==> src/sv/sbsd_pkg.sv <==
package sbsd_pkg;

   localparam int HitW     = 15;
   localparam int BitThrW  = 10;
   localparam int SpbW     = 10;
   localparam int SyncW    = 4;
   localparam int PreW     = 5;
   localparam int MsgW     = 12;
   localparam int RunW     = 5;
   localparam int CsrIdxW  = 3;
   localparam int CsrDataW = 15;

   // register indexes of the configuration port
   localparam logic [CsrIdxW-1:0] CSR_HIT_LEVEL       = 3'd0;
   localparam logic [CsrIdxW-1:0] CSR_BIT_LEVEL       = 3'd1;
   localparam logic [CsrIdxW-1:0] CSR_SAMPLES_PER_BIT = 3'd2;
   localparam logic [CsrIdxW-1:0] CSR_SYNC_EDGES      = 3'd3;
   localparam logic [CsrIdxW-1:0] CSR_PREAMBLE_BITS   = 3'd4;
   localparam logic [CsrIdxW-1:0] CSR_MESSAGE_BYTES   = 3'd5;

   localparam logic [HitW-1:0]    HIT_LEVEL_RST       = 15'd6;
   localparam logic [BitThrW-1:0] BIT_LEVEL_RST       = 10'd50;
   localparam logic [SpbW-1:0]    SAMPLES_PER_BIT_RST = 10'd100;
   localparam logic [SyncW-1:0]   SYNC_EDGES_RST      = 4'd5;
   localparam logic [PreW-1:0]    PREAMBLE_BITS_RST   = 5'd10;
   localparam logic [MsgW-1:0]    MESSAGE_BYTES_RST   = 12'd240;

   typedef struct packed {
      logic [HitW-1:0]    hit_level;
      logic [BitThrW-1:0] bit_level;
      logic [SpbW-1:0]    samples_per_bit;
      logic [SyncW-1:0]   sync_edges;
      logic [PreW-1:0]    preamble_bits;
      logic [MsgW-1:0]    message_bytes;
   } cfg_type;

   // what the slicer hands to the deframer for the item it retires
   typedef struct packed {
      logic step;       // an item leaves the input register this cycle
      logic bit_done;   // that item closes a bit window
      logic bit_value;  // sliced bit of the closed window
   } bit_event_type;

endpackage

==> src/sv/sbsd_csr.sv <==
module sbsd_csr
   import sbsd_pkg::*;
(
   input  logic                clock,
   input  logic                reset,
   input  logic                csr_write_en,
   input  logic [CsrIdxW-1:0]  csr_index,
   input  logic [CsrDataW-1:0] csr_wdata,
   output cfg_type             cfg
);

   cfg_type cfg_ff;
   cfg_type cfg_in;

   always_comb begin
      cfg_in = cfg_ff;
      if (csr_write_en) begin
         unique case (csr_index)
            CSR_HIT_LEVEL:       cfg_in.hit_level       = csr_wdata[HitW-1:0];
            CSR_BIT_LEVEL:       cfg_in.bit_level       = csr_wdata[BitThrW-1:0];
            CSR_SAMPLES_PER_BIT: cfg_in.samples_per_bit = csr_wdata[SpbW-1:0];
            CSR_SYNC_EDGES:      cfg_in.sync_edges      = csr_wdata[SyncW-1:0];
            CSR_PREAMBLE_BITS:   cfg_in.preamble_bits   = csr_wdata[PreW-1:0];
            CSR_MESSAGE_BYTES:   cfg_in.message_bytes   = csr_wdata[MsgW-1:0];
            default:             cfg_in = cfg_ff;
         endcase
      end
   end

   always_ff @(posedge clock) begin
      if (reset) begin
         cfg_ff.hit_level       <= HIT_LEVEL_RST;
         cfg_ff.bit_level       <= BIT_LEVEL_RST;
         cfg_ff.samples_per_bit <= SAMPLES_PER_BIT_RST;
         cfg_ff.sync_edges      <= SYNC_EDGES_RST;
         cfg_ff.preamble_bits   <= PREAMBLE_BITS_RST;
         cfg_ff.message_bytes   <= MESSAGE_BYTES_RST;
      end else begin
         cfg_ff <= cfg_in;
      end
   end

   assign cfg = cfg_ff;

endmodule

==> src/sv/sbsd_slicer.sv <==
module sbsd_slicer
   import sbsd_pkg::*;
(
   input  logic            clock,
   input  logic            reset,
   input  cfg_type         cfg,
   input  logic            req_valid,
   output logic            req_stall,
   input  logic            req_probe_missed,
   input  logic [HitW-1:0] req_probe_count,
   input  logic            out_free,
   output bit_event_type   bit_event
);

   logic            in_valid_ff, in_valid_in;
   logic            in_missed_ff;
   logic [HitW-1:0] in_count_ff;
   logic [SpbW-1:0] sample_index_ff, sample_index_in;
   logic [SpbW-1:0] hit_total_ff, hit_total_in;

   logic            accept;
   logic            step;
   logic            hit;
   logic [SpbW-1:0] hit_total_next;
   logic [SpbW-1:0] index_next;
   logic [SpbW-1:0] window;
   logic            close;

   assign step      = in_valid_ff && out_free;
   assign req_stall = in_valid_ff && !out_free;
   assign accept    = req_valid && !req_stall;

   assign hit            = !in_missed_ff && (in_count_ff >= cfg.hit_level);
   assign hit_total_next = hit_total_ff + {{(SpbW-1){1'b0}}, hit};
   assign index_next     = sample_index_ff + {{(SpbW-1){1'b0}}, 1'b1};
   // a zero window length behaves as one sample per bit
   assign window = (cfg.samples_per_bit == '0) ? {{(SpbW-1){1'b0}}, 1'b1}
                                               : cfg.samples_per_bit;
   assign close  = (index_next == '0) || (index_next >= window);

   always_comb begin
      in_valid_in     = in_valid_ff;
      sample_index_in = sample_index_ff;
      hit_total_in    = hit_total_ff;
      if (step) begin
         in_valid_in = 1'b0;
         if (close) begin
            sample_index_in = '0;
            hit_total_in    = '0;
         end else begin
            sample_index_in = index_next;
            hit_total_in    = hit_total_next;
         end
      end
      if (accept) begin
         in_valid_in = 1'b1;
      end
   end

   always_ff @(posedge clock) begin
      if (reset) begin
         in_valid_ff     <= 1'b0;
         sample_index_ff <= '0;
         hit_total_ff    <= '0;
      end else begin
         in_valid_ff     <= in_valid_in;
         sample_index_ff <= sample_index_in;
         hit_total_ff    <= hit_total_in;
      end
   end

   always_ff @(posedge clock) begin
      if (accept) begin
         in_missed_ff <= req_probe_missed;
         in_count_ff  <= req_probe_count;
      end
   end

   assign bit_event.step      = step;
   assign bit_event.bit_done  = close;
   assign bit_event.bit_value = hit_total_next > cfg.bit_level;

endmodule

==> src/sv/sbsd_deframer.sv <==
module sbsd_deframer
   import sbsd_pkg::*;
(
   input  logic          clock,
   input  logic          reset,
   input  cfg_type       cfg,
   input  bit_event_type bit_event,
   output logic          out_free,
   output logic          rsp_valid,
   input  logic          rsp_stall,
   output logic [7:0]    rsp_data_byte,
   output logic          rsp_last_byte
);

   typedef enum logic [1:0] {
      PH_SYNC,
      PH_PREAMBLE,
      PH_DATA
   } phase_type;

   typedef enum logic [1:0] {
      PREV_ZERO,
      PREV_ONE,
      PREV_NONE
   } prev_type;

   localparam logic [RunW-1:0] RunMax = '1;

   phase_type       phase_ff, phase_in;
   prev_type        prev_bit_ff, prev_bit_in;
   logic [RunW-1:0] run_count_ff, run_count_in;
   logic [2:0]      bit_pos_ff, bit_pos_in;
   logic [7:0]      byte_shift_ff, byte_shift_in;
   logic [MsgW-1:0] bytes_done_ff, bytes_done_in;
   logic            rsp_valid_ff, rsp_valid_in;
   logic [7:0]      data_byte_ff, data_byte_in;
   logic            last_byte_ff, last_byte_in;

   logic            bit_value;
   logic [RunW-1:0] run_tmp;
   logic [7:0]      shift_tmp;
   logic [MsgW-1:0] bytes_tmp;
   logic            is_last;

   assign out_free  = !rsp_valid_ff || !rsp_stall;
   assign bit_value = bit_event.bit_value;

   always_comb begin
      phase_in      = phase_ff;
      prev_bit_in   = prev_bit_ff;
      run_count_in  = run_count_ff;
      bit_pos_in    = bit_pos_ff;
      byte_shift_in = byte_shift_ff;
      bytes_done_in = bytes_done_ff;
      rsp_valid_in  = rsp_valid_ff && rsp_stall;
      data_byte_in  = data_byte_ff;
      last_byte_in  = last_byte_ff;
      run_tmp       = run_count_ff;
      shift_tmp     = byte_shift_ff | ({7'd0, bit_value} << bit_pos_ff);
      bytes_tmp     = bytes_done_ff + {{(MsgW-1){1'b0}}, 1'b1};
      is_last       = (bytes_tmp == cfg.message_bytes);

      if (bit_event.step && bit_event.bit_done) begin
         unique case (phase_ff)
            PH_SYNC: begin
               if (prev_bit_ff == PREV_ZERO && bit_value) begin
                  run_tmp = (run_count_ff == RunMax) ? RunMax : run_count_ff + 1'b1;
               end else if ((prev_bit_ff == PREV_ZERO && !bit_value) ||
                            (prev_bit_ff == PREV_ONE && bit_value)) begin
                  run_tmp = '0;
               end
               prev_bit_in = bit_value ? PREV_ONE : PREV_ZERO;
               if (run_tmp >= {1'b0, cfg.sync_edges}) begin
                  phase_in     = PH_PREAMBLE;
                  run_count_in = '0;
               end else begin
                  run_count_in = run_tmp;
               end
            end
            PH_PREAMBLE: begin
               if (bit_value) begin
                  run_tmp = (run_count_ff == RunMax) ? RunMax : run_count_ff + 1'b1;
               end else begin
                  run_tmp = '0;
               end
               if (run_tmp >= cfg.preamble_bits) begin
                  phase_in      = PH_DATA;
                  run_count_in  = '0;
                  bit_pos_in    = '0;
                  byte_shift_in = '0;
                  bytes_done_in = '0;
               end else begin
                  run_count_in = run_tmp;
               end
            end
            PH_DATA: begin
               bit_pos_in = bit_pos_ff + 3'd1;
               if (bit_pos_ff == 3'd7) begin
                  // byte complete: load the result register
                  rsp_valid_in  = 1'b1;
                  data_byte_in  = shift_tmp;
                  last_byte_in  = is_last;
                  byte_shift_in = '0;
                  if (is_last) begin
                     bytes_done_in = '0;
                     phase_in      = PH_SYNC;
                     prev_bit_in   = PREV_NONE;
                     run_count_in  = '0;
                  end else begin
                     bytes_done_in = bytes_tmp;
                  end
               end else begin
                  byte_shift_in = shift_tmp;
               end
            end
            default: begin
               phase_in     = PH_SYNC;
               prev_bit_in  = PREV_NONE;
               run_count_in = '0;
            end
         endcase
      end
   end

   always_ff @(posedge clock) begin
      if (reset) begin
         phase_ff      <= PH_SYNC;
         prev_bit_ff   <= PREV_NONE;
         run_count_ff  <= '0;
         bit_pos_ff    <= '0;
         byte_shift_ff <= '0;
         bytes_done_ff <= '0;
         rsp_valid_ff  <= 1'b0;
      end else begin
         phase_ff      <= phase_in;
         prev_bit_ff   <= prev_bit_in;
         run_count_ff  <= run_count_in;
         bit_pos_ff    <= bit_pos_in;
         byte_shift_ff <= byte_shift_in;
         bytes_done_ff <= bytes_done_in;
         rsp_valid_ff  <= rsp_valid_in;
      end
      data_byte_ff <= data_byte_in;
      last_byte_ff <= last_byte_in;
   end

   assign rsp_valid     = rsp_valid_ff;
   assign rsp_data_byte = data_byte_ff;
   assign rsp_last_byte = last_byte_ff;

endmodule

==> src/sv/sample_bit_slicer_deframer.sv <==
// Probe sample bit slicer and deframer. One sample is taken per clock when
// req_stall is low; a sample passes from the input register through the
// hit compare, window counter and sync/preamble/data state logic into the
// result register, so rsp_valid rises at the edge at which the sample that
// completes a byte leaves the input register. The sustained rate is one
// sample per clock while no byte waits under rsp_stall. Only rsp_stall slows
// the input: req_stall rises when a sample sits in the input register while
// a byte waits in the result register with rsp_stall high. A byte is
// produced only when eight data bits have completed; rsp_last_byte marks the
// message_bytes-th byte, after which the block hunts for sync again. Bit
// windows run continuously across phase changes. Write configuration
// registers only while the block is idle.
module sample_bit_slicer_deframer
   import sbsd_pkg::*;
(
   input  logic                clock,
   input  logic                reset,
   input  logic                csr_write_en,
   input  logic [CsrIdxW-1:0]  csr_index,
   input  logic [CsrDataW-1:0] csr_wdata,
   input  logic                req_valid,
   output logic                req_stall,
   input  logic                req_probe_missed,
   input  logic [HitW-1:0]     req_probe_count,
   output logic                rsp_valid,
   input  logic                rsp_stall,
   output logic [7:0]          rsp_data_byte,
   output logic                rsp_last_byte
);

   cfg_type       cfg;
   bit_event_type bit_event;
   logic          out_free;

   sbsd_csr u_csr (
      .clock        (clock),
      .reset        (reset),
      .csr_write_en (csr_write_en),
      .csr_index    (csr_index),
      .csr_wdata    (csr_wdata),
      .cfg          (cfg)
   );

   sbsd_slicer u_slicer (
      .clock            (clock),
      .reset            (reset),
      .cfg              (cfg),
      .req_valid        (req_valid),
      .req_stall        (req_stall),
      .req_probe_missed (req_probe_missed),
      .req_probe_count  (req_probe_count),
      .out_free         (out_free),
      .bit_event        (bit_event)
   );

   sbsd_deframer u_deframer (
      .clock         (clock),
      .reset         (reset),
      .cfg           (cfg),
      .bit_event     (bit_event),
      .out_free      (out_free),
      .rsp_valid     (rsp_valid),
      .rsp_stall     (rsp_stall),
      .rsp_data_byte (rsp_data_byte),
      .rsp_last_byte (rsp_last_byte)
   );

endmodule
==> config.mk <==
export PLATFORM = sky130hd
export DESIGN_NAME = sample_bit_slicer_deframer
export DESIGN_NICKNAME = d
export VERILOG_FILES = /design/src/sv/sbsd_pkg.sv /design/src/sv/sbsd_csr.sv /design/src/sv/sbsd_slicer.sv /design/src/sv/sbsd_deframer.sv /design/src/sv/sample_bit_slicer_deframer.sv
export SDC_FILE = /design/constraint.sdc
export NUM_CORES = 1
export LEC_CHECK = 0
export BUFFER_PORTS_ARGS = -buffer_cell sky130_fd_sc_hd__buf_2
export CAP_MARGIN = 25
export CORE_MARGIN = 1
export CORE_UTILIZATION = 61
export DETAILED_ROUTE_END_ITERATION = 7
export PLACE_DENSITY = 0.81
export REMOVE_ABC_BUFFERS = 1
export SLEW_MARGIN = 20
export SYNTH_ARGS = -nofsm -noshare
export SYNTH_HDL_FRONTEND = slang
export SYNTH_HIERARCHICAL = 1
export SYNTH_SLANG_ARGS = --single-unit
==> constraint.sdc <==
create_clock -name clock -period 7.5 [get_ports clock]
set_clock_uncertainty 0.2 [all_clocks]
set_input_delay 1.125 -clock clock [delete_from_list [all_inputs] [get_ports clock]]
set_output_delay 1.125 -clock clock [all_outputs]
set_load 0.02 [all_outputs]
==> metrics <==
CTS tree done; most frequent cells in the layout dfxtp_1, nor2_1, nand2b_1, mux2i_1, inv_1; Longest Clk Path Bufs 2; Final min period about 6.7 ns; initial cell density of the core 0.6375; CTS clk-pin slew, worst paths approximately 0.060 ns; Max VDD drop ~0.00019 V; slew margin rel. 0.3046; CTS H-tree depth 4; vias in the first global route 5895; Die Width about 110 microns; All-Layer GR Usage 0.2837; # fillers 841; number of synthesized flops with an enable pin 25; max-slew violation count 0; # diodes 0; Netlist Area Pre-Place 7403 sq um; HPWL after DPL 11.59 mm; syn_area_per_cell about 9.3 sq um; Post-Synth Simple-Gate Area 0.1979; number of port buffers 49; final net count 917; worst skew pair latency 0.42 ns; Die Ht 112.2 microns; clk sinks about 140; startpoint types flop; RSZ-0062 raised after global routing no; post-synthesis adder-cell area fraction 0.08619; share of cells above drive strength 1 0.1226; Critical Path AT 6.86 ns; CTS root buf clkbuf_16; post-synthesis mux area share 0.07977; Pre-antenna DRT Iters 7; pwr dens 208.7 nW/um^2; Fin. Hold Viols 0; final hold slack ~0.28 ns; Most Crowded Layer GR met2; Detail Route Antenna Nets 0; met2 Track Usage GR 0.4783; wire per inst roughly 17 microns; ys async rst share 0; CP peak stage delay 0.53 ns; Remaining Overflow, GRT 0; cell total after placement about 950; endpoints failing setup 0; Critical-path top delay cell nor3_4; non-filler cells, final 983; Top cell by count, worst path ha_1; ys flop type dfxtp_1; Placed Instance Area 7676 sq um; post-synthesis xor/xnor area fraction 0.03904; Req. time, crit path 7.61 ns; Placer Congestion around 0.89; I/O pins 50; total power 1739 uW; vias 5944; DR iter-0 viols roughly 540; most common cell after layout, fill and taps aside dfxtp_1; WL final 17.00 mm; cts bufs inserted 17; first-pass GRT wire length 28.13 mm; post-synthesis sequential area ratio 0.3989; DRC 1; Core Box Area 11610 sq um; synth warn 6; antenna violations before repair 0; largest family of logic cells by synthesized area simple AND/OR/NAND/NOR gates; worst slew pin tran roughly 1.0 ns; total negative slack 0 ns; outcome finished, violations left; failing checks design-rule violations; Die ar. 12580 sq um; Tcrit/Tclk final 0.8996; Mapped Cells roughly 800; P&R area growth vs syn 12.54%; fmax ~150 MHz; largest net degree at the start of global routing 116; Synth Area in Compound Gates 0.1435; via/cell ratio ~6.0; M3 GR Usage 0.06803; number of synthesized register bits between 100 and 150; CP Class flop to flop; crit-path max FO 18; final instance area 8332 sq um; Yosys cell types slightly above 70; # Max-Cap Violations 0; endpoint class of the critical path flop; Pleak 0.003618 uW; GR Layer Usage met1 0.3464; HP Class flop to flop; row count 39
synth_stat cells, drive strengths merged (19+ instances only):
cell,number,area [sq um]
o21ai,19,95.09
clkbuf,24,90.09
ha,51,638.1
inv,57,214.0
edfxtp,25,750.7
nand2b,63,394.1
nor2,70,262.8
a21oi,33,176.4
dfxtp,110,2202
mux2i,59,590.6
xnor2,21,183.9
nand3,20,100.1
nand2,46,172.7
power by group:
group          switching [uW]  internal [uW]  total (uW)
clock                     323            558         881
sequential               8.59            753         762
combinational            55.7           40.4        96.1
total                     387           1350        1740
path summary, 6_finish.rpt:
path,endpoint,from,slack (ns),depth (start not counted)
setup / recovery,u_deframer/bytes_done_ff[7]$_SDFFE_PP0P_,u_slicer/in_count_ff[2]$_DFFE_PP_,0.75,28
hold / removal,u_csr/cfg[54]$_SDFFE_PP0P_,u_csr/cfg[54]$_SDFFE_PP0P_,0.28,2
setup reg to reg,u_deframer/bytes_done_ff[7]$_SDFFE_PP0P_,u_slicer/in_count_ff[2]$_DFFE_PP_,0.75,28
hold reg to reg,u_csr/cfg[54]$_SDFFE_PP0P_,u_csr/cfg[54]$_SDFFE_PP0P_,0.28,2
stage by stage:
step                      worst slack, ns  utilization
after CTS                          0.6484       0.7169
final                              0.7528       0.7174
after global routing               0.2556       0.7174
after detailed placement           0.8246       0.6610
after global placement              1.234       0.6610
after floorplan                     1.907            -
sequential cells by signal (all words and copies together) (netlist names):
name and count:
u_slicer/in_count_ff 15, u_deframer/bit_pos_ff 3, u_slicer/in_valid_ff 1, u_csr/cfg 56, u_deframer/byte_shift_ff 8, u_deframer/prev_bit_ff 2
u_deframer/rsp_valid 1, u_deframer/bytes_done_ff 12, u_deframer/rsp_last_byte 1, u_deframer/phase_ff 2, u_slicer/sample_index_ff 10, u_deframer/run_count_ff 5
u_slicer/in_missed_ff 1, u_slicer/hit_total_ff 10, u_deframer/rsp_data_byte 8
layout make-up:
class,count,area [sq um],share of cell area
flip-flops and latches,135,2953,0.3544
clock buffers,23,553.0,0.06638
clock inverters,9,96.34,0.01156
well taps,143,178.9,0.02147
inverters,58,217.7,0.02613
repair buffers,53,275.3,0.03304
multi-input cells,562,4058,0.4870
layer usage:
| metal | routed length [microns] | vias up |
|---|---|---|
| li1 | - | 2892 |
| met5 | 0 | - |
| met4 | 470 | 0 |
| met1 | 7370 | 2779 |
| met2 | 8083 | 231 |
| met3 | 1073 | 42 |
worst max-delay path, delay by kind of cell (launching register included):
kind	cells	cell delay [ns]
AOI/OAI and AO/OA	12	2.29
and+or+nand+nor	9	2.03
adders and majority gates	4	1.08
buffers and inverters	2	0.39
DFF	1	0.37
xor gates and xnor gates	1	0.23
timing repair:
item | 4_1_cts | 5_1_grt
gates resized for setup | 0 | 1
endpoints found under the setup margin | 0 | 3
setup buffers | 0 | 0
hold buffers | 0 | 0
cells by family after synthesis:
kind of cell / Yosys count
AOI/OAI and AO/OA: 148
xor gates and xnor gates: 33
adders and majority gates: 51
buffers and inverters: 98
DFF: 135
muxes: 59
and+or+nand+nor: 271
Power figures use the tool's default switching activity.
